`src/rtl/core/tdss_pkg.sv`:
```
// Shared types and constants for the three-digit seven-segment scanner.
// Holds the digit record, scan phase encoding, register indexes and segment table.
// No dependencies.
`default_nettype none

package tdss_pkg;

    localparam int VALUE_W     = 10;
    localparam int DWELL_W     = 16;
    localparam int QUEUE_DEPTH = 2;
    localparam int QUEUE_AW    = $clog2(QUEUE_DEPTH);

    localparam logic       CFG_ANODE_MODE   = 1'b0;
    localparam logic       CFG_DWELL_TICKS  = 1'b1;

    localparam logic [7:0] BLANK_PATTERN    = 8'hFF;
    localparam logic [7:0] DARK_PATTERN     = 8'h00;

    typedef struct packed {
        logic [3:0] hundreds;
        logic [3:0] tens;
        logic [3:0] ones;
    } digits_t;

    typedef enum logic [1:0] {
        PH_LATCH_LOW  = 2'd0,
        PH_SHIFT      = 2'd1,
        PH_LATCH_HIGH = 2'd2,
        PH_DWELL      = 2'd3
    } phase_t;

    function automatic logic [7:0] seg_pattern(input logic [3:0] digit);
        logic [7:0] seg;
        unique case (digit) inside
            4'd0, 4'd10: seg = 8'b11000000;
            4'd1, 4'd11: seg = 8'b11111001;
            4'd2, 4'd12: seg = 8'b10100100;
            4'd3, 4'd13: seg = 8'b10110000;
            4'd4, 4'd14: seg = 8'b10011001;
            4'd5, 4'd15: seg = 8'b10010010;
            4'd6:        seg = 8'b10000010;
            4'd7:        seg = 8'b11111000;
            4'd8:        seg = 8'b10000000;
            4'd9:        seg = 8'b10010000;
            default:     seg = BLANK_PATTERN;
        endcase
        return seg;
    endfunction

endpackage

`default_nettype wire

```
`src/rtl/core/three_digit_seven_segment_scanner_top.sv`:
```
// Top level of the three-digit seven-segment scanner for a 74HC595 display.
// Instantiates tdss_front, tdss_queue and tdss_back; uses tdss_pkg.
//
// Usage:
//   Each input beat on in_valid/in_stall is one scan tick carrying display_value.
//   Each tick yields exactly one output beat on out_valid/out_stall with the
//   serial_data, shift_clock and latch_clock line levels and the digit_drive pins
//   after that tick. The value is taken on the first tick of the ones slot only,
//   saturated to 999 and split into digits; leading zeros are blank.
//   One slot is 1 latch-low tick, 16 shift ticks, 1 latch-high tick and
//   dwell_ticks lit ticks (0 acts as 1).
//   Throughput: one beat per cycle while out_stall is low, set by the single-step
//   scan sequencer. Path: from input beat to output beat through the front register,
//   the queue and the sequencer output register when nothing stalls.
//   Configuration: cfg_write with cfg_index 0 sets the anode mode (1 = common
//   anode), index 1 sets dwell_ticks; write only while the block is idle.
//   Reset: scan restarts at the ones slot, lines low, anode mode 1, dwell 5000.
//   Stall: out_stall holds the output beat; the queue fills and in_stall rises.
`default_nettype none

module three_digit_seven_segment_scanner_top #(
    parameter int NUM_DIGITS = 3
) (
    input  wire logic                         clk,
    input  wire logic                         rst_n,
    input  wire logic                         cfg_write,
    input  wire logic                         cfg_index,
    input  wire logic [tdss_pkg::DWELL_W-1:0] cfg_data,
    input  wire logic                         in_valid,
    output logic                              in_stall,
    input  wire logic [tdss_pkg::VALUE_W-1:0] display_value,
    output logic                              out_valid,
    input  wire logic                         out_stall,
    output logic                              serial_data,
    output logic                              shift_clock,
    output logic                              latch_clock,
    output logic [2:0]                        digit_drive
);

    logic                          anode_mode_reg;
    logic [tdss_pkg::DWELL_W-1:0]  dwell_ticks_reg;
    logic                          push_valid;
    logic                          push_ready;
    tdss_pkg::digits_t             push_data;
    logic                          pop_valid;
    logic                          pop_ready;
    tdss_pkg::digits_t             pop_data;

    always_ff @(posedge clk or negedge rst_n)
    begin
        if (!rst_n)
        begin
            anode_mode_reg   <= 1'b1;
            dwell_ticks_reg  <= 16'd5000;
        end
        else if (cfg_write)
        begin
            case (cfg_index)
                tdss_pkg::CFG_ANODE_MODE:   anode_mode_reg   <= cfg_data[0];
                tdss_pkg::CFG_DWELL_TICKS:  dwell_ticks_reg  <= cfg_data;
                default:                    ;
            endcase
        end
    end

    tdss_front #(
        .NUM_DIGITS (NUM_DIGITS)
    ) u_front (
        .clk           (clk),
        .rst_n         (rst_n),
        .in_valid      (in_valid),
        .in_stall      (in_stall),
        .display_value (display_value),
        .push_valid    (push_valid),
        .push_ready    (push_ready),
        .push_data     (push_data)
    );

    tdss_queue u_queue (
        .clk        (clk),
        .rst_n      (rst_n),
        .push_valid (push_valid),
        .push_ready (push_ready),
        .push_data  (push_data),
        .pop_valid  (pop_valid),
        .pop_ready  (pop_ready),
        .pop_data   (pop_data)
    );

    tdss_back #(
        .NUM_DIGITS (NUM_DIGITS)
    ) u_back (
        .clk          (clk),
        .rst_n        (rst_n),
        .pop_valid    (pop_valid),
        .pop_ready    (pop_ready),
        .pop_data     (pop_data),
        .anode_mode   (anode_mode_reg),
        .dwell_ticks  (dwell_ticks_reg),
        .out_valid    (out_valid),
        .out_stall    (out_stall),
        .serial_data  (serial_data),
        .shift_clock  (shift_clock),
        .latch_clock  (latch_clock),
        .digit_drive  (digit_drive)
    );

endmodule

`default_nettype wire

```
`src/rtl/core/tdss_front.sv`:
```
// Front end: accepts tick beats, saturates the value and splits it into digits.
// Uses tdss_pkg for the digit record; feeds tdss_queue.
`default_nettype none

module tdss_front #(
    parameter int NUM_DIGITS = 3
) (
    input  wire logic                         clk,
    input  wire logic                         rst_n,
    input  wire logic                         in_valid,
    output logic                              in_stall,
    input  wire logic [tdss_pkg::VALUE_W-1:0] display_value,
    output logic                              push_valid,
    input  wire logic                         push_ready,
    output tdss_pkg::digits_t                 push_data
);

    localparam logic [tdss_pkg::VALUE_W-1:0] LIMIT =
        (NUM_DIGITS >= 3) ? 10'd999 : ((NUM_DIGITS == 2) ? 10'd99 : 10'd9);

    logic                              front_valid_reg;
    logic                              front_valid_next;
    tdss_pkg::digits_t                 front_data_reg;
    tdss_pkg::digits_t                 split_digits;
    logic                              accept;
    logic [tdss_pkg::VALUE_W-1:0]      sat_value;
    logic [15:0]                       hund_prod;
    logic [9:0]                        rem_wide;
    logic [6:0]                        rem;
    logic [14:0]                       tens_prod;
    logic [6:0]                        ones_wide;

    assign in_stall   = front_valid_reg && !push_ready;
    assign accept     = in_valid && !in_stall;
    assign push_valid = front_valid_reg;
    assign push_data  = front_data_reg;

    always_comb
    begin
        sat_value             = (display_value > LIMIT) ? LIMIT : display_value;
        hund_prod             = 16'(sat_value) * 16'd41;
        split_digits.hundreds = hund_prod[15:12];
        rem_wide              = sat_value - 10'(split_digits.hundreds) * 10'd100;
        rem                   = rem_wide[6:0];
        tens_prod             = 15'(rem) * 15'd205;
        split_digits.tens     = tens_prod[14:11];
        ones_wide             = rem - 7'(split_digits.tens) * 7'd10;
        split_digits.ones     = ones_wide[3:0];
    end

    assign front_valid_next = accept || (front_valid_reg && !push_ready);

    always_ff @(posedge clk or negedge rst_n)
    begin
        if (!rst_n)
        begin
            front_valid_reg <= 1'b0;
        end
        else
        begin
            front_valid_reg <= front_valid_next;
        end
    end

    always_ff @(posedge clk)
    begin
        if (accept)
        begin
            front_data_reg <= split_digits;
        end
    end

endmodule

`default_nettype wire

```
`src/rtl/core/tdss_queue.sv`:
```
// Short queue between the front end and the scan sequencer.
// Uses tdss_pkg for the digit record and queue depth.
`default_nettype none

module tdss_queue (
    input  wire logic        clk,
    input  wire logic        rst_n,
    input  wire logic        push_valid,
    output logic             push_ready,
    input  wire tdss_pkg::digits_t push_data,
    output logic             pop_valid,
    input  wire logic        pop_ready,
    output tdss_pkg::digits_t pop_data
);

    localparam int AW = tdss_pkg::QUEUE_AW;
    localparam int CW = AW + 1;

    tdss_pkg::digits_t   entry_reg [tdss_pkg::QUEUE_DEPTH];
    logic [AW-1:0]       wr_ptr_reg;
    logic [AW-1:0]       wr_ptr_next;
    logic [AW-1:0]       rd_ptr_reg;
    logic [AW-1:0]       rd_ptr_next;
    logic [CW-1:0]       count_reg;
    logic [CW-1:0]       count_next;
    logic                do_push;
    logic                do_pop;

    assign push_ready = (count_reg != CW'(tdss_pkg::QUEUE_DEPTH));
    assign pop_valid  = (count_reg != '0);
    assign pop_data   = entry_reg[rd_ptr_reg];
    assign do_push    = push_valid && push_ready;
    assign do_pop     = pop_valid && pop_ready;

    always_comb
    begin
        wr_ptr_next = wr_ptr_reg;
        rd_ptr_next = rd_ptr_reg;
        count_next  = count_reg;
        if (do_push)
        begin
            wr_ptr_next = (wr_ptr_reg == AW'(tdss_pkg::QUEUE_DEPTH - 1)) ? '0 : wr_ptr_reg + 1'b1;
        end
        if (do_pop)
        begin
            rd_ptr_next = (rd_ptr_reg == AW'(tdss_pkg::QUEUE_DEPTH - 1)) ? '0 : rd_ptr_reg + 1'b1;
        end
        if (do_push && !do_pop)
        begin
            count_next = count_reg + 1'b1;
        end
        else if (do_pop && !do_push)
        begin
            count_next = count_reg - 1'b1;
        end
    end

    always_ff @(posedge clk or negedge rst_n)
    begin
        if (!rst_n)
        begin
            wr_ptr_reg <= '0;
            rd_ptr_reg <= '0;
            count_reg  <= '0;
        end
        else
        begin
            wr_ptr_reg <= wr_ptr_next;
            rd_ptr_reg <= rd_ptr_next;
            count_reg  <= count_next;
        end
    end

    always_ff @(posedge clk)
    begin
        if (do_push)
        begin
            entry_reg[wr_ptr_reg] <= push_data;
        end
    end

endmodule

`default_nettype wire

```
`src/rtl/core/tdss_back.sv`:
```
// Scan sequencer: one pin phase per beat, drives the 74HC595 lines and digit pins.
// Uses tdss_pkg for phases, digit record and segment table; fed by tdss_queue.
`default_nettype none

module tdss_back #(
    parameter int NUM_DIGITS = 3
) (
    input  wire logic                         clk,
    input  wire logic                         rst_n,
    input  wire logic                         pop_valid,
    output logic                              pop_ready,
    input  wire tdss_pkg::digits_t            pop_data,
    input  wire logic                         anode_mode,
    input  wire logic [tdss_pkg::DWELL_W-1:0] dwell_ticks,
    output logic                              out_valid,
    input  wire logic                         out_stall,
    output logic                              serial_data,
    output logic                              shift_clock,
    output logic                              latch_clock,
    output logic [2:0]                        digit_drive
);

    localparam int SLOT_W = (NUM_DIGITS > 1) ? $clog2(NUM_DIGITS) : 1;
    localparam int DW     = tdss_pkg::DWELL_W;

    tdss_pkg::phase_t    phase_reg;
    tdss_pkg::phase_t    phase_next;
    logic [SLOT_W-1:0]   slot_reg;
    logic [SLOT_W-1:0]   slot_next;
    logic [2:0]          bit_pos_reg;
    logic [2:0]          bit_pos_next;
    logic                clock_half_reg;
    logic                clock_half_next;
    logic [DW-1:0]       dwell_count_reg;
    logic [DW-1:0]       dwell_count_next;
    tdss_pkg::digits_t   held_reg;
    tdss_pkg::digits_t   held_next;
    logic [7:0]          pattern_reg;
    logic [7:0]          pattern_next;
    logic                data_reg;
    logic                data_next;
    logic                clock_reg;
    logic                clock_next;
    logic                latch_reg;
    logic                latch_next;
    logic [2:0]          drive_reg;
    logic [2:0]          drive_next;
    logic                out_valid_reg;
    logic                out_valid_next;

    logic                advance;
    logic                sample;
    tdss_pkg::digits_t   view;
    logic                shown;
    logic [3:0]          slot_digit;
    logic [2:0]          slot_hot;
    logic [2:0]          off_levels;
    logic [DW-1:0]       dwell_eff;
    logic [DW:0]         dwell_inc;
    logic                dwell_done;
    logic [7:0]          seg;

    assign pop_ready = !out_valid_reg || !out_stall;
    assign advance   = pop_valid && pop_ready;
    assign sample    = (phase_reg == tdss_pkg::PH_LATCH_LOW) && (slot_reg == '0);
    assign view      = sample ? pop_data : held_reg;
    assign off_levels = anode_mode ? 3'b000 : 3'b111;
    assign dwell_eff  = (dwell_ticks == '0) ? DW'(1) : dwell_ticks;
    assign dwell_inc  = {1'b0, dwell_count_reg} + 1'b1;
    assign dwell_done = (dwell_inc >= {1'b0, dwell_eff});
    assign seg        = tdss_pkg::seg_pattern(slot_digit);

    always_comb
    begin
        shown      = 1'b0;
        slot_digit = view.ones;
        if (slot_reg == '0)
        begin
            shown      = 1'b1;
            slot_digit = view.ones;
        end
        else if ((NUM_DIGITS >= 2) && (slot_reg == SLOT_W'(1)))
        begin
            shown      = (view.tens != '0) || (view.hundreds != '0);
            slot_digit = view.tens;
        end
        else if ((NUM_DIGITS >= 3) && (slot_reg == SLOT_W'(2)))
        begin
            shown      = (view.hundreds != '0);
            slot_digit = view.hundreds;
        end
        for (int i = 0; i < 3; i++)
        begin
            slot_hot[i] = (i < NUM_DIGITS) && (slot_reg == SLOT_W'(i));
        end
    end

    // next state
    always_comb
    begin
        phase_next       = phase_reg;
        slot_next        = slot_reg;
        bit_pos_next     = bit_pos_reg;
        clock_half_next  = clock_half_reg;
        dwell_count_next = dwell_count_reg;
        held_next        = held_reg;
        pattern_next     = pattern_reg;
        if (advance)
        begin
            unique case (phase_reg)
                tdss_pkg::PH_LATCH_LOW:
                begin
                    if (sample)
                    begin
                        held_next = pop_data;
                    end
                    if (shown)
                    begin
                        pattern_next = anode_mode ? seg : ~seg;
                    end
                    else
                    begin
                        pattern_next = anode_mode ? tdss_pkg::BLANK_PATTERN
                                                  : tdss_pkg::DARK_PATTERN;
                    end
                    bit_pos_next    = 3'd7;
                    clock_half_next = 1'b0;
                    phase_next      = tdss_pkg::PH_SHIFT;
                end
                tdss_pkg::PH_SHIFT:
                begin
                    clock_half_next = !clock_half_reg;
                    if (clock_half_reg)
                    begin
                        if (bit_pos_reg == '0)
                        begin
                            phase_next = tdss_pkg::PH_LATCH_HIGH;
                        end
                        else
                        begin
                            bit_pos_next = bit_pos_reg - 1'b1;
                        end
                    end
                end
                tdss_pkg::PH_LATCH_HIGH:
                begin
                    dwell_count_next = '0;
                    phase_next       = tdss_pkg::PH_DWELL;
                end
                tdss_pkg::PH_DWELL:
                begin
                    dwell_count_next = dwell_inc[DW-1:0];
                    if (dwell_done)
                    begin
                        dwell_count_next = '0;
                        slot_next        = (slot_reg == SLOT_W'(NUM_DIGITS - 1)) ? '0
                                                                                 : slot_reg + 1'b1;
                        phase_next       = tdss_pkg::PH_LATCH_LOW;
                    end
                end
            endcase
        end
    end

    // line levels
    always_comb
    begin
        data_next      = data_reg;
        clock_next     = clock_reg;
        latch_next     = latch_reg;
        drive_next     = drive_reg;
        out_valid_next = out_valid_reg && out_stall;
        if (advance)
        begin
            out_valid_next = 1'b1;
            drive_next     = off_levels;
            unique case (phase_reg)
                tdss_pkg::PH_LATCH_LOW:
                begin
                    latch_next = 1'b0;
                end
                tdss_pkg::PH_SHIFT:
                begin
                    if (!clock_half_reg)
                    begin
                        data_next  = pattern_reg[bit_pos_reg];
                        clock_next = 1'b1;
                    end
                    else
                    begin
                        clock_next = 1'b0;
                    end
                end
                tdss_pkg::PH_LATCH_HIGH:
                begin
                    latch_next = 1'b1;
                end
                tdss_pkg::PH_DWELL:
                begin
                    if (shown)
                    begin
                        drive_next = off_levels ^ slot_hot;
                    end
                end
            endcase
        end
    end

    always_ff @(posedge clk or negedge rst_n)
    begin
        if (!rst_n)
        begin
            phase_reg       <= tdss_pkg::PH_LATCH_LOW;
            slot_reg        <= '0;
            bit_pos_reg     <= 3'd7;
            clock_half_reg  <= 1'b0;
            dwell_count_reg <= '0;
            held_reg        <= '0;
            pattern_reg     <= tdss_pkg::BLANK_PATTERN;
            data_reg        <= 1'b0;
            clock_reg       <= 1'b0;
            latch_reg       <= 1'b0;
            drive_reg       <= 3'b000;
            out_valid_reg   <= 1'b0;
        end
        else
        begin
            phase_reg       <= phase_next;
            slot_reg        <= slot_next;
            bit_pos_reg     <= bit_pos_next;
            clock_half_reg  <= clock_half_next;
            dwell_count_reg <= dwell_count_next;
            held_reg        <= held_next;
            pattern_reg     <= pattern_next;
            data_reg        <= data_next;
            clock_reg       <= clock_next;
            latch_reg       <= latch_next;
            drive_reg       <= drive_next;
            out_valid_reg   <= out_valid_next;
        end
    end

    assign out_valid   = out_valid_reg;
    assign serial_data = data_reg;
    assign shift_clock = clock_reg;
    assign latch_clock = latch_reg;
    assign digit_drive = drive_reg;

endmodule

`default_nettype wire

```
`config.mk`:
```
export PLATFORM = sky130hd
export DESIGN_NAME = three_digit_seven_segment_scanner_top
export DESIGN_NICKNAME = d
export VERILOG_FILES = /design/src/rtl/core/tdss_pkg.sv /design/src/rtl/core/three_digit_seven_segment_scanner_top.sv /design/src/rtl/core/tdss_front.sv /design/src/rtl/core/tdss_queue.sv /design/src/rtl/core/tdss_back.sv
export SDC_FILE = /design/constraint.sdc
export NUM_CORES = 1
export LEC_CHECK = 0
export ABC_CLOCK_PERIOD_IN_PS = 2900
export BUFFER_PORTS_ARGS = -buffer_cell sky130_fd_sc_hd__buf_2
export CORE_MARGIN = 1
export CORE_UTILIZATION = 56
export DETAILED_ROUTE_END_ITERATION = 8
export PLACE_DENSITY = 0.87
export RECOVER_POWER = 25
export SYNTH_ARGS = -nofsm -noshare
export SYNTH_HDL_FRONTEND = slang
export SYNTH_SLANG_ARGS = --single-unit
```
`constraint.sdc`:
```
create_clock -name clk -period 2.9 [get_ports clk]
set_input_delay 0.145 -clock clk [delete_from_list [all_inputs] [get_ports clk]]
set_output_delay 0.145 -clock clk [all_outputs]
set_load 0.1 [all_outputs]
```
---- Yosys cells after proc, flatten, opt, wreduce, memory -nomap -nowiden ----
Memory sizes are Yosys's and may differ from the RTL's.
Cells that the tools add are included.
storage, ports and cells
  logic and storage cells ................. 154
  memories ................................ 1
  RAM bits ................................ 24
  input port bits ......................... 32
  register bits after elaboration ......... 85
  output and inout port bits .............. 8
memory list
  name               words  width  read ports  clocked after memory_dff  write ports  RTL line          RTL
  u_queue.entry_reg  2      12     1           0                         1            tdss_queue.sv:19  tdss_pkg::digits_t entry_reg [tdss_pkg::QUEUE_DEPTH];
cells by class
  reductions and logical operators ........ 47
  bitwise gates (word level) .............. 4
  multiplexer cells ....................... 38
  $add $sub $neg .......................... 9
  $lt $le $gt $ge ......................... 3
  equal/unequal tests ..................... 25
  $mul .................................... 4
operator list
  kind                                                                    number
  7-bit one-hot mux with 10 select lines                                  1
  4-bit equality test (second input constant)                             8
  16-bit two-way mux                                                      2
  16-bit one-hot mux with 2 select lines                                  1
  8-bit two-way mux                                                       3
  16-bit by 1-bit adder with 17-bit output (second input constant)        1
  17-bit by 16-bit greater-or-equal comparator with 1-bit output          1
  4-bit by 3-bit equality test with 1-bit output (second input constant)  4
  16-bit zero test                                                        1
  10-bit by 6-bit multiplier with 16-bit output (second input constant)   1
  7-bit by 8-bit multiplier with 15-bit output (second input constant)    1
  3-bit two-way mux                                                       5
  2-bit AND reduction                                                     7
  12-bit two-way mux                                                      1
  2-bit two-way mux                                                       6
  4-bit two-way mux                                                       3
  2-bit OR reduction                                                      6
  10-bit greater-than comparator (second input constant)                  1
  1-bit two-way mux                                                       10
  10-bit two-way mux                                                      1
  2-bit nonzero test                                                      5
  4-bit by 2-bit equality test with 1-bit output (second input constant)  2
  1-bit logical AND                                                       8
  8-bit inverter                                                          1
  28 further kinds                                                        50

---- Longest topological paths before layout ----
Gate-level depths: netlist (run 1).
  word-level depth ........................ 12
  depth in mapped cells ................... 43
  gate-level depth less buffers ........... 43

---- Hierarchy ----
A second synthesis (run 1) with hierarchy kept.
unflattened totals
  cells, all modules ...................... 733
  area total of the unflattened synthesis .. 7,885.1 um^2
by module, submodules not included
  module                                 area each (um^2)  instances  cells each  seq. area each (um^2)
  tdss_back                              3,604.7           1          377         1,290.0
  tdss_front                             2,502.4           1          264         385.4
  tdss_queue                             1,078.5           1          55          820.8
  three_digit_seven_segment_scanner_top  699.4             1          37          432.9

---- Worst setup path after synthesis (run 1) ----
Ideal clock, no wire load.
  path type ............................... input port to flip-flop
  from .................................... input port display_value[8] in the netlist's numbering
  to ...................................... register u_front.front_data_reg (netlist bit u_front.push_data[3]) (data pin)
  buffers on the path ..................... 0
  stages on the path ...................... 39
  setup time .............................. 0.259 ns
  required time ........................... 2.641 ns
  arrival time ............................ 8.037 ns
  slack ................................... -5.397 ns
  cells stage by stage .................... nand3_1 -> o21a_1 -> and2_1 -> o21bai_1 -> fa_1 -> inv_1 -> ha_1 -> ha_1 -> a211oi_2 -> o21ai_1 -> a31o_2 -> a211oi_2 -> nor2_1 -> nor2_1 -> xnor2_1 -> ha_1 -> inv_1 -> ha_1 -> (+3 left out) -> ha_1 -> inv_1 -> fa_1 -> inv_1 -> fa_1 -> ha_1 -> ha_1 -> and3_1 -> a221oi_1 -> o21ai_0 -> a21o_1 -> xor2_1 -> ha_1 -> inv_1 -> fa_1 -> xnor2_1 -> xnor2_1 -> xnor2_1
between the ends
  longest elaborated chain between the ends .. 8
RTL lines
  what                                               RTL line                                     RTL
  start: declaration                                 three_digit_seven_segment_scanner_top.sv:31  input wire logic [tdss_pkg::VALUE_W-1:0] display_value,
  10-bit greater-than comparator                     tdss_front.sv:40                             sat_value = (display_value > LIMIT) ? LIMIT : display_value;
  10-bit two-way mux (*)                             tdss_front.sv:40
  10-bit by 6-bit multiplier with 16-bit output (*)  tdss_front.sv:41                             hund_prod = 16'(sat_value) * 16'd41;
  via u_front.hund_prod[15]                          tdss_front.sv:27                             logic [15:0] hund_prod;
  4-bit by 5-bit multiplier with 5-bit output (*)    tdss_front.sv:43                             rem_wide = sat_value - 10'(split_digits.hundreds) * 10'd100;
  7-bit subtractor (*)                               tdss_front.sv:43
  7-bit by 8-bit multiplier with 15-bit output (*)   tdss_front.sv:45                             tens_prod = 15'(rem) * 15'd205;
  via u_front.tens_prod[11]                          tdss_front.sv:30                             logic [14:0] tens_prod;
  4-bit by 3-bit multiplier with 3-bit output (*)    tdss_front.sv:47                             ones_wide = rem - 7'(split_digits.tens) * 7'd10;
  4-bit subtractor (*)                               tdss_front.sv:47
  via u_front.ones_wide[3]                           tdss_front.sv:31                             logic [6:0] ones_wide;
  end signal: assignment                             tdss_front.sv:69                             front_data_reg <= split_digits;
  end: declaration                                   tdss_front.sv:23                             tdss_pkg::digits_t front_data_reg;
The timed path passes the listed nets; every way through them passes the cells marked *.
A chain may end at the register's enable or synchronous reset.

---- Worst setup path after layout (run 1) ----
Same ends and word-level chain as after synthesis.

==> out/qor.yml, run 1 <==
sta:
  layout_setup_ws_ps: -5110
  clock_skew_ps: 9.88
  clock.fmax_ghz: 0.125
  drv_slew: 0
  setup_violations: 31
  layout_min_cycle_time_ps: 8010
  hold_viol_final: 0
  max-slew-margin-rel_pct: 34.2
  rsz0062_at_grt: "true"
  period_share_pct: 276
  worst_pin_slew_ps: 984
layout:
  drive_above_1_share_pct: 41.7
  nets: 1034
  postLayoutCoreUtil_pct: 79.3
  num_antenna_cells: 0
  largest_register_ffs: 24
  syn2layout_area_growth_pct: 36.2
logic_synthesis:
  synth_cell_type_count: 66
  synthTopCellsByArea: "dfrtp_1, ha_1, edfxtp_1, dfstp_2, inv_1"
  synth_edf_count: 36
  ys_ff_latch: 109
  synth_area_um2: 7460
  async_flop_share_pct: 67.0
  yosysTopAreaCell: "dfrtp_1"
  syn_nets: 867
  synth-seq-area-share_pct: 39.2
  syn_inst: 729
  synthFlopType: "dfrtp_1"
  yosysTopAreaCellShare_pct: 18.8
  syn_area_per_cell_um2: 10.2
  ys.warnings.count: 0
clock_network:
  cts_buffer_depth: 2
  clock_sinks: 109
  insertion_delay_ps: 360
  cts_tree: "built"
  cts_root_buffer: "clkbuf_16"
  cts_buffers: 9
  cts.htree.levels: 3
  clk_pin_slew_worst_paths_ps: 80
global_route:
  grt_overflow: 0
  antenna_found_initial: 0
  grt_first_pass_wirelength_mm: 32.9
  grt_pass1_vias: 6654
  grt_max_degree: 37
  grt_usage_pct: 30.5
routing:
  vias_per_cell: 6.27
  wirelength_mm: 24.3
  drt-wirelength-per-cell_um: 22.6
  ant_nets: 0
  drt_iter0_drc: 895
  drc: 0
  vias: 6723
  drt_first_pass_iters: 5
setup_path:
  r2r_setup_slack_ps: -470
  slowest_delay_ps: 490
  reg2reg_to: "u_back.dwell_count_reg[2]$_DFFE_PN0P_"
  endpoint_kind: "flop"
  r2r_start: "u_back.dwell_count_reg[2]$_DFFE_PN0P_"
  worst-endpoint-arrival_ps: 8120
  crit_fanout: 4
  worstSetupPathType: "in -> reg"
  critPathTopFamily: "adder cells"
  crit_slowest_cell: "fa_1"
  required_ps: 3000
  r2r_cells: 14
  start_kind: "input port"
  path_buf_inv: 10
die:
  core_um2: 12800
  num_rows: 41
  die_y_um: 117
  num_io_pins: 40
  die_w_um: 117
  dieArea_um2: 13800
  initial_core_util_pct: 58.2
run_status:
  status: "finished, violations left"
  failed_checks: "negative setup slack"
placed_design:
  gp_congestion: 0.916
  dp_hpwl_mm: 12.5
  io_buffers: 39
min_path:
  hp-class: "in -> reg"
  hold-path-endpoint: "dwell_ticks_reg[1]$_DFFE_PN0P_"
  min_path_cells: 2
  worstHoldStart: "cfg_data[1]"
run:
  maxCapViolations: 0
## layout make-up
| class | instances | area (µm²) |
|---|---|---|
| clock inverters | 6 | 71.3 |
| fillers | 645 | 2660 |
| flip-flops and latches | 109 | 2930 |
| clock buffers | 10 | 229 |
| well taps | 172 | 215 |
| repair buffers | 180 | 1400 |
| multi-input cells | 510 | 5010 |
| inverters | 86 | 323 |
## synth_stat cells (6+ instances only)
| master | n |
|---|---|
| ha_1 | 93 |
| inv_1 | 85 |
| nand2_1 | 76 |
| dfrtp_1 | 56 |
| edfxtp_1 | 36 |
| o21ai_0 | 34 |
| nor2_1 | 33 |
| xnor2_1 | 29 |
| mux2_2 | 25 |
| clkbuf_1 | 21 |
| nand3_1 | 18 |
| dfstp_2 | 17 |
| mux2i_1 | 16 |
| xor2_1 | 16 |
| a21oi_1 | 14 |
| o21ai_1 | 14 |
| fa_1 | 13 |
| nand4_1 | 11 |
| o21a_1 | 10 |
| a31oi_1 | 7 |
| a21o_1 | 6 |
| and3_1 | 6 |
| nor3_1 | 6 |
## timing repair
| item | CTS | global route |
|---|---|---|
| pin swaps | 84 | 56 |
| hold buffers | 1 | 0 |
| resized for setup | 98 | 71 |
| endpoints found under the hold margin | 28 | 0 |
| buffers inserted | 42 | 11 |
| cloned | 0 | 1 |
| endpoints found under the setup margin | 31 | 31 |
## metrics by stage
step / TNS, ps / cells / hold slack (ps) / area, µm² / setup slack (ps)
after global placement: -36640 / 1006 / 260 / 8630 / -5300
after CTS: -30560 / 1062 / 24.3 / 9730 / -4920
after detailed placement: -41430 / 1006 / 261 / 8630 / -5550
after floorplan: -30040 / 729 / -151 / 7650 / -4920
after global routing: -45830 / 1073 / 5.35 / 10200 / -5470
final: -38360 / 1073 / 12.3 / 10200 / -5110
## logic make-up (layout without fill, tap and decap cells)
kind of cell,count (synthesis),after routing,share of synthesized area [%]
DFF,109,109,39.2
buffers and inverters,111,282,5.82
and+or+nand+nor,176,177,11.0
adders and majority gates,108,108,19.4
xor gates and xnor gates,45,45,5.28
muxes,45,45,6.82
AOI/OAI and AO/OA,135,135,12.5
## metal layers
layer  routed length [µm]  track usage, %  share of wire [%]
met2                12600            56.8                 52
met1                 8450            33.2                 35
met4                 1680            16.2                6.9
met3                 1550            4.31                6.4
met5                    0               0                  0
## how the worst max path moves through the flow
| stage | to | slack, ps | from | cells past startpoint |
|---|---|---|---|---|
| after detailed placement | u_front.push_data[3]$_DFFE_PP_ | -5550 | display_value[7] | 38 |
| final | u_front.push_data[3]$_DFFE_PP_ | -5110 | display_value[8] | 44 |
| after CTS | u_front.push_data[3]$_DFFE_PP_ | -4920 | display_value[8] | 42 |
| after floorplan | u_front.push_data[3]$_DFFE_PP_ | -4920 | display_value[7] | 41 |
| after global routing | u_front.push_data[3]$_DFFE_PP_ | -5470 | display_value[8] | 44 |
| after global placement | u_front.push_data[3]$_DFFE_PP_ | -5300 | display_value[4] | 40 |
## placed cells by master, fill, tap and decap left out, types with 10 or more instances in the layout
| master | instances |
|---|---|
| inv_1 | 70 |
| o21ai_1 | 15 |
| xnor2_1 | 19 |
| ha_4 | 20 |
| o21ai_2 | 11 |
| buf_2 | 32 |
| a21oi_1 | 11 |
| nor2_1 | 22 |
| buf_4 | 121 |
| mux2i_1 | 15 |
| o21ai_0 | 22 |
| fa_1 | 10 |
| nand2_1 | 73 |
| buf_6 | 21 |
| mux2_2 | 22 |
| nand3_1 | 10 |
| dfstp_2 | 17 |
| xor2_1 | 13 |
| ha_1 | 71 |
| edfxtp_1 | 36 |
| nand4_1 | 11 |
| dfrtp_1 | 56 |
| inv_2 | 16 |
Power of run 1 is not shown: default switching activity piles up to over one toggle a cycle in this logic, so the estimate is an artifact.
==> inputs of run 2 (changes only) <==
--- a/config.mk
+++ b/config.mk
@@ -7,10 +7,10 @@
 export LEC_CHECK = 0
 export ABC_CLOCK_PERIOD_IN_PS = 2900
 export BUFFER_PORTS_ARGS = -buffer_cell sky130_fd_sc_hd__buf_2
-export CORE_MARGIN = 1
+export CORE_MARGIN = 3
 export CORE_UTILIZATION = 56
 export DETAILED_ROUTE_END_ITERATION = 8
-export PLACE_DENSITY = 0.87
+export PLACE_DENSITY = 0.78
 export RECOVER_POWER = 25
 export SYNTH_ARGS = -nofsm -noshare
 export SYNTH_HDL_FRONTEND = slang
==> out/qor.yml, run 2 (synthesis gave the netlist of run 1 again) <==
run_status:
  status: "finished, violations left"  # unchanged
  failed_checks: "max-capacitance violations, max-slew violations, negative setup slack"  # was negative setup slack
sta:
  layout_setup_ws_ps: -5270  # was -5110 ps
  period_share_pct: 282  # was 276%
  rsz0062_at_grt: "true"  # unchanged
  max-slew-margin-rel_pct: -20.7  # was 34.2%
  hold_viol_final: 0  # unchanged
  clock.fmax_ghz: 0.122  # was 0.125 GHz
  clock_skew_ps: 11.3  # was 9.88 ps
  setup_violations: 31  # unchanged
  drv_slew: 74  # was 0
  layout_min_cycle_time_ps: 8170  # was 8010 ps
  worst_pin_slew_ps: 1810  # was 984 ps
min_path:
  hp-class: "in -> reg"  # unchanged
setup_path:
  critPathTopFamily: "adder cells"  # unchanged
  worstSetupPathType: "in -> reg"  # unchanged
  path_buf_inv: 8  # was 10
  endpoint_kind: "flop"  # unchanged
  start_kind: "input port"  # unchanged
  worst-endpoint-arrival_ps: 8280  # was 8120 ps
  required_ps: 3010  # was 3000 ps
  crit_fanout: 4  # unchanged
  crit_slowest_cell: "fa_1"  # unchanged
  slowest_delay_ps: 460  # was 490 ps
  cp_common_cell: "ha_4"
die:
  num_io_pins: 40  # unchanged
  initial_core_util_pct: 58.2  # unchanged
  dieArea_um2: 14800  # was 13800 µm²
  die_w_um: 121  # was 117 µm
  core_um2: 12800  # unchanged
  die_y_um: 121  # was 117 µm
  num_rows: 41  # unchanged
clock_network:
  clk_pin_slew_worst_paths_ps: 80  # about the same
  cts_tree: "built"  # unchanged
  cts_buffer_depth: 2  # unchanged
  clock_sinks: 109  # unchanged
  insertion_delay_ps: 360  # about the same
  cts.htree.levels: 3  # unchanged
  cts_buffers: 9  # unchanged
  hold_buffers: 0  # was 1
  cts_root_buffer: "clkbuf_16"  # unchanged
layout:
  fillerInstances: 716  # was 645
  drive_above_1_share_pct: 40.4  # was 41.7%
  largest_register_ffs: 24  # unchanged
  mostFrequentLayoutCells: "buf_4, nand2_1, inv_1"  # was buf_4, nand2_1, ha_1
  nets: 1019  # was 1034
  num_antenna_cells: 0  # unchanged
  final_cells: 1058  # was 1073
  layout_commonest_cell: "buf_4"  # unchanged
  syn2layout_area_growth_pct: 34.0  # was 36.2%
routing:
  vias_per_cell: 6.04  # was 6.27
  drt_first_pass_iters: 5  # unchanged
  ant_nets: 0  # unchanged
  drt-wirelength-per-cell_um: 20.0  # was 22.6 µm
  wirelength_mm: 21.2  # was 24.3 mm
  drt_iter0_drc: 444  # was 895
  vias: 6394  # was 6723
  drc: 0  # unchanged
global_route:
  antenna_found_initial: 0  # unchanged
  grt_overflow: 0  # unchanged
  grt_pass1_vias: 6635  # was 6654
  grt_max_degree: 74  # was 37
  grt_usage_pct: 26.6  # was 30.5%
  grt_first_pass_wirelength_mm: 31.3  # was 32.9 mm
placed_design:
  dp.cells: 1006  # unchanged
  gp_congestion: 0.900  # was 0.916
  dp_hpwl_mm: 12.2  # was 12.5 mm
  io_buffers: 39  # unchanged
run:
  maxCapViolations: 1  # was 0
[run 2: per-stage QoR]
stage	area [µm²]	hold slack [ps]	setup slack, ps	TNS, ps	utilization, %
after floorplan	7650	-151	-4920	-30040	-
after global placement	8620	375	-5260	-35870	67.2
after detailed placement	8620	380	-5550	-40210	67.2
after CTS	9520	14.6	-4910	-30760	74.2
after global routing	10000	15.9	-5610	-43270	78.0
final	10000	12.8	-5270	-38260	78.0
[run 2: worst register-to-register path: stages (launching register included)]
cell,delay (ps)
dfrtp_1,380
and3_4,240
nand3_4,110
buf_6,140
nor2_4,130
nand4_1,200
nand2_1,170
nand2_4,70
ha_4,270
nand4_1,180
nor2_2,190
o21a_1,170
o221ai_2,120
buf_6,160
a221oi_4,320
buf_4,160
mux2i_1,210
[run 2: layout make-up]
| class | count | area (µm²) | area share [%] |
|---|---|---|---|
| multi-input combinational | 509 | 4970 | 49.7 |
| clock inverter | 7 | 75.1 | 0.751 |
| timing repair buffer | 166 | 1270 | 12.7 |
| tap | 172 | 215 | 2.15 |
| clock buffer | 9 | 225 | 2.25 |
| inverter | 86 | 323 | 3.23 |
| sequential | 109 | 2930 | 29.3 |
[run 2: repair_timing]
item / 4_1_cts / 5_1_grt
pin swaps: 69 / 74
gates resized for setup: 88 / 71
setup buffers: 24 / 20
setup endpoints to repair: 31 / 36
[run 2: worst paths after layout]
path | startpoint | endpoint | slack (ps) | cells past startpoint
max in group asynchronous | rst_n | dwell_ticks_reg[15]$_DFFE_PN0P_ | 1450 | 2
max | display_value[4] | u_front.push_data[3]$_DFFE_PP_ | -5270 | 42
min | cfg_data[10] | dwell_ticks_reg[10]$_DFFE_PN0P_ | 10 | 2
min reg2reg | u_front.push_data[9]$_DFFE_PP_ | u_queue.entry_reg[0][9]$_DFFE_PP_ | 450 | 0
min in group asynchronous | rst_n | u_back.dwell_count_reg[7]$_DFFE_PN0P_ | 320 | 2
max reg2reg | u_back.dwell_count_reg[4]$_DFFE_PN0P_ | u_back.phase_reg[0]$_DFFE_PN0P_ | -410 | 16
[run 2: routing by layer]
metal	wire length [µm]	vias up	track usage (%)	share of wire (%)
li1	-	2858	-	-
met1	7810	3113	28.5	37
met2	11000	308	50.3	52
met3	988	115	4.01	4.7
met4	1330	0	12.8	6.3
met5	0	-	0	0
Power of run 2 is left out for the same reason.
==> inputs of run 3 (changes only) <==
--- a/config.mk
+++ b/config.mk
@@ -8,9 +8,10 @@
 export ABC_CLOCK_PERIOD_IN_PS = 2900
 export BUFFER_PORTS_ARGS = -buffer_cell sky130_fd_sc_hd__buf_2
 export CORE_MARGIN = 3
-export CORE_UTILIZATION = 56
+export CORE_UTILIZATION = 54
+export CTS_BUF_LIST = sky130_fd_sc_hd__clkbuf_8
 export DETAILED_ROUTE_END_ITERATION = 8
-export PLACE_DENSITY = 0.78
+export PLACE_DENSITY = 0.76
 export RECOVER_POWER = 25
 export SYNTH_ARGS = -nofsm -noshare
 export SYNTH_HDL_FRONTEND = slang
==> out/qor.yml, run 3 (synthesis gave the netlist of run 1 again) <==
routing:
  drt_iter0_drc: 473  # was 444
  drt_first_pass_iters: 5  # unchanged
  drc: 0  # unchanged
  vias: 6423  # was 6394
  ant_nets: 0  # unchanged
  wirelength_mm: 21.2  # about the same
  vias_per_cell: 5.94  # was 6.04
  drt-wirelength-per-cell_um: 19.6  # was 20.0 µm
run:
  maxCapViolations: 0  # was 1
global_route:
  grt_overflow: 0  # unchanged
  grt_pass1_vias: 6473  # was 6635
  grt_first_pass_wirelength_mm: 30.1  # was 31.3 mm
  antenna_found_initial: 0  # unchanged
  grt_usage_pct: 25.0  # was 26.6%
  grt_max_degree: 28  # was 74
min_path:
  hp-class: "in -> reg"  # unchanged
  worstHoldStart: "cfg_data[8]"  # was cfg_data[10]
  hold-path-endpoint: "dwell_ticks_reg[8]$_DFFE_PN1P_"  # was dwell_ticks_reg[10]$_DFFE_PN0P_
  min_path_cells: 2  # unchanged
layout:
  mostFrequentLayoutCells: "buf_4, ha_1, inv_1"  # was buf_4, nand2_1, inv_1
  nets: 1038  # was 1019
  num_antenna_cells: 0  # unchanged
  largest_register_ffs: 24  # unchanged
  drive_above_1_share_pct: 38.8  # was 40.4%
  layout_commonest_cell: "buf_4"  # unchanged
  fillerInstances: 770  # was 716
  syn2layout_area_growth_pct: 34.4  # was 34.0%
placed_design:
  gp_congestion: 0.866  # was 0.900
  dp_hpwl_mm: 12.4  # was 12.2 mm
  io_buffers: 39  # unchanged
  pre_cts_ws_ps: -5500  # was -5550 ps
sta:
  layout_setup_ws_ps: -4840  # was -5270 ps
  rsz0062_at_grt: "true"  # unchanged
  clock_skew_ps: 16.7  # was 11.3 ps
  layout_min_cycle_time_ps: 7740  # was 8170 ps
  drv_slew: 0  # was 74
  setup_violations: 29  # was 31
  hold_viol_final: 0  # unchanged
  period_share_pct: 267  # was 282%
  max-slew-margin-rel_pct: 2.54  # was -20.7%
  worst_pin_slew_ps: 1460  # was 1810 ps
  clock.fmax_ghz: 0.129  # was 0.122 GHz
die:
  initial_core_util_pct: 55.7  # was 58.2%
  num_rows: 42  # was 41
  core_um2: 13400  # was 12800 µm²
  die_w_um: 124  # was 121 µm
  num_io_pins: 40  # unchanged
  dieArea_um2: 15300  # was 14800 µm²
  die_y_um: 124  # was 121 µm
setup_path:
  required_ps: 3060  # was 3010 ps
  r2r_setup_slack_ps: -360  # was -410 ps
  crit_fanout: 3  # was 4
  critPathTopFamily: "adder cells"  # unchanged
  start_kind: "input port"  # unchanged
  path_buf_inv: 8  # unchanged
  reg2reg_to: "u_back.phase_reg[1]$_DFFE_PN0P_"  # was u_back.phase_reg[0]$_DFFE_PN0P_
  endpoint_kind: "flop"  # unchanged
  r2r_start: "u_back.dwell_count_reg[2]$_DFFE_PN0P_"  # was u_back.dwell_count_reg[4]$_DFFE_PN0P_
  crit_slowest_cell: "fa_1"  # unchanged
  r2r_cells: 14  # was 16
  cp.depth: 42  # unchanged
  slowest_delay_ps: 500  # was 460 ps
  worstSetupPathType: "in -> reg"  # unchanged
  worst-endpoint-arrival_ps: 7900  # was 8280 ps
clock_network:
  cts_tree: "built"  # unchanged
  insertion_delay_ps: 400  # was 360 ps
  cts.htree.levels: 3  # unchanged
  clock_sinks: 109  # unchanged
  clk_pin_slew_worst_paths_ps: 110  # was 80 ps
  cts_root_buffer: "clkbuf_8"  # was clkbuf_16
  cts_buffer_depth: 2  # unchanged
  cts_buffers: 9  # unchanged
run_status:
  failed_checks: "negative setup slack"  # was max-capacitance violations, max-slew violations, negative setup slack
  status: "finished, violations left"  # unchanged
==> run 3: cell types whose count changed in the layout (fill, tap and decap cells not counted), sizes merged <==
cell         before  now
buf             165  167
clkinv            1    4
clkinvlp          1    0
dlygate4sd3       0   16
inv              91   89
nand2            77   78
==> run 3: cell type report <==
| cell class | instances | area [µm²] | share of cell area [%] |
|---|---|---|---|
| clock buffer | 9 | 124 | 1.23 |
| clock inverter | 7 | 78.8 | 0.786 |
| inverter | 86 | 323 | 3.22 |
| multi-input combinational | 510 | 4930 | 49.1 |
| sequential | 109 | 2930 | 29.2 |
| tap | 176 | 220 | 2.20 |
| timing repair buffer | 184 | 1430 | 14.2 |
==> run 3: worst max-delay path by stage <==
| stage | start | to | slack, ps |
|---|---|---|---|
| finish | display_value[7] | u_front.push_data[3]$_DFFE_PP_ | -4840 |
| global route | display_value[5] | u_front.push_data[3]$_DFFE_PP_ | -5180 |
| CTS | display_value[3] | u_front.push_data[3]$_DFFE_PP_ | -4870 |
| detailed placement | display_value[9] | u_front.push_data[3]$_DFFE_PP_ | -5500 |
| global placement | display_value[9] | u_front.push_data[3]$_DFFE_PP_ | -5240 |
| floorplan | display_value[7] | u_front.push_data[3]$_DFFE_PP_ | -4920 |
==> run 3: per-layer routing <==
layer | GRT usage (%) | part of all wire [%]
met5 | 0 | 0
met2 | 46.0 | 51
met4 | 10.8 | 6.4
met3 | 3.77 | 5.3
met1 | 28.6 | 37
==> run 3: repair_timing <==
item	CTS	global route
gates resized for setup	69	82
hold buffers	15	1
cloned	0	1
buffers inserted	27	18
endpoints found under the setup margin	29	36
hold endpoints to repair	35	1
pin swaps	58	41
==> run 3: through the flow <==
step                      utilization (%)  area [µm²]  cells  setup TNS, ps  hold slack, ps
after global routing                 74.9       10000   1081         -37730           -1.51
after detailed placement             64.2        8610   1008         -40100             180
after CTS                            71.0        9510   1065         -29920            8.73
after floorplan                         -        7650    729         -30040            -151
final                                74.9       10000   1081         -34930            3.77
after global placement               64.2        8610   1008         -37130             167
Power of run 3 is left out for the same reason.
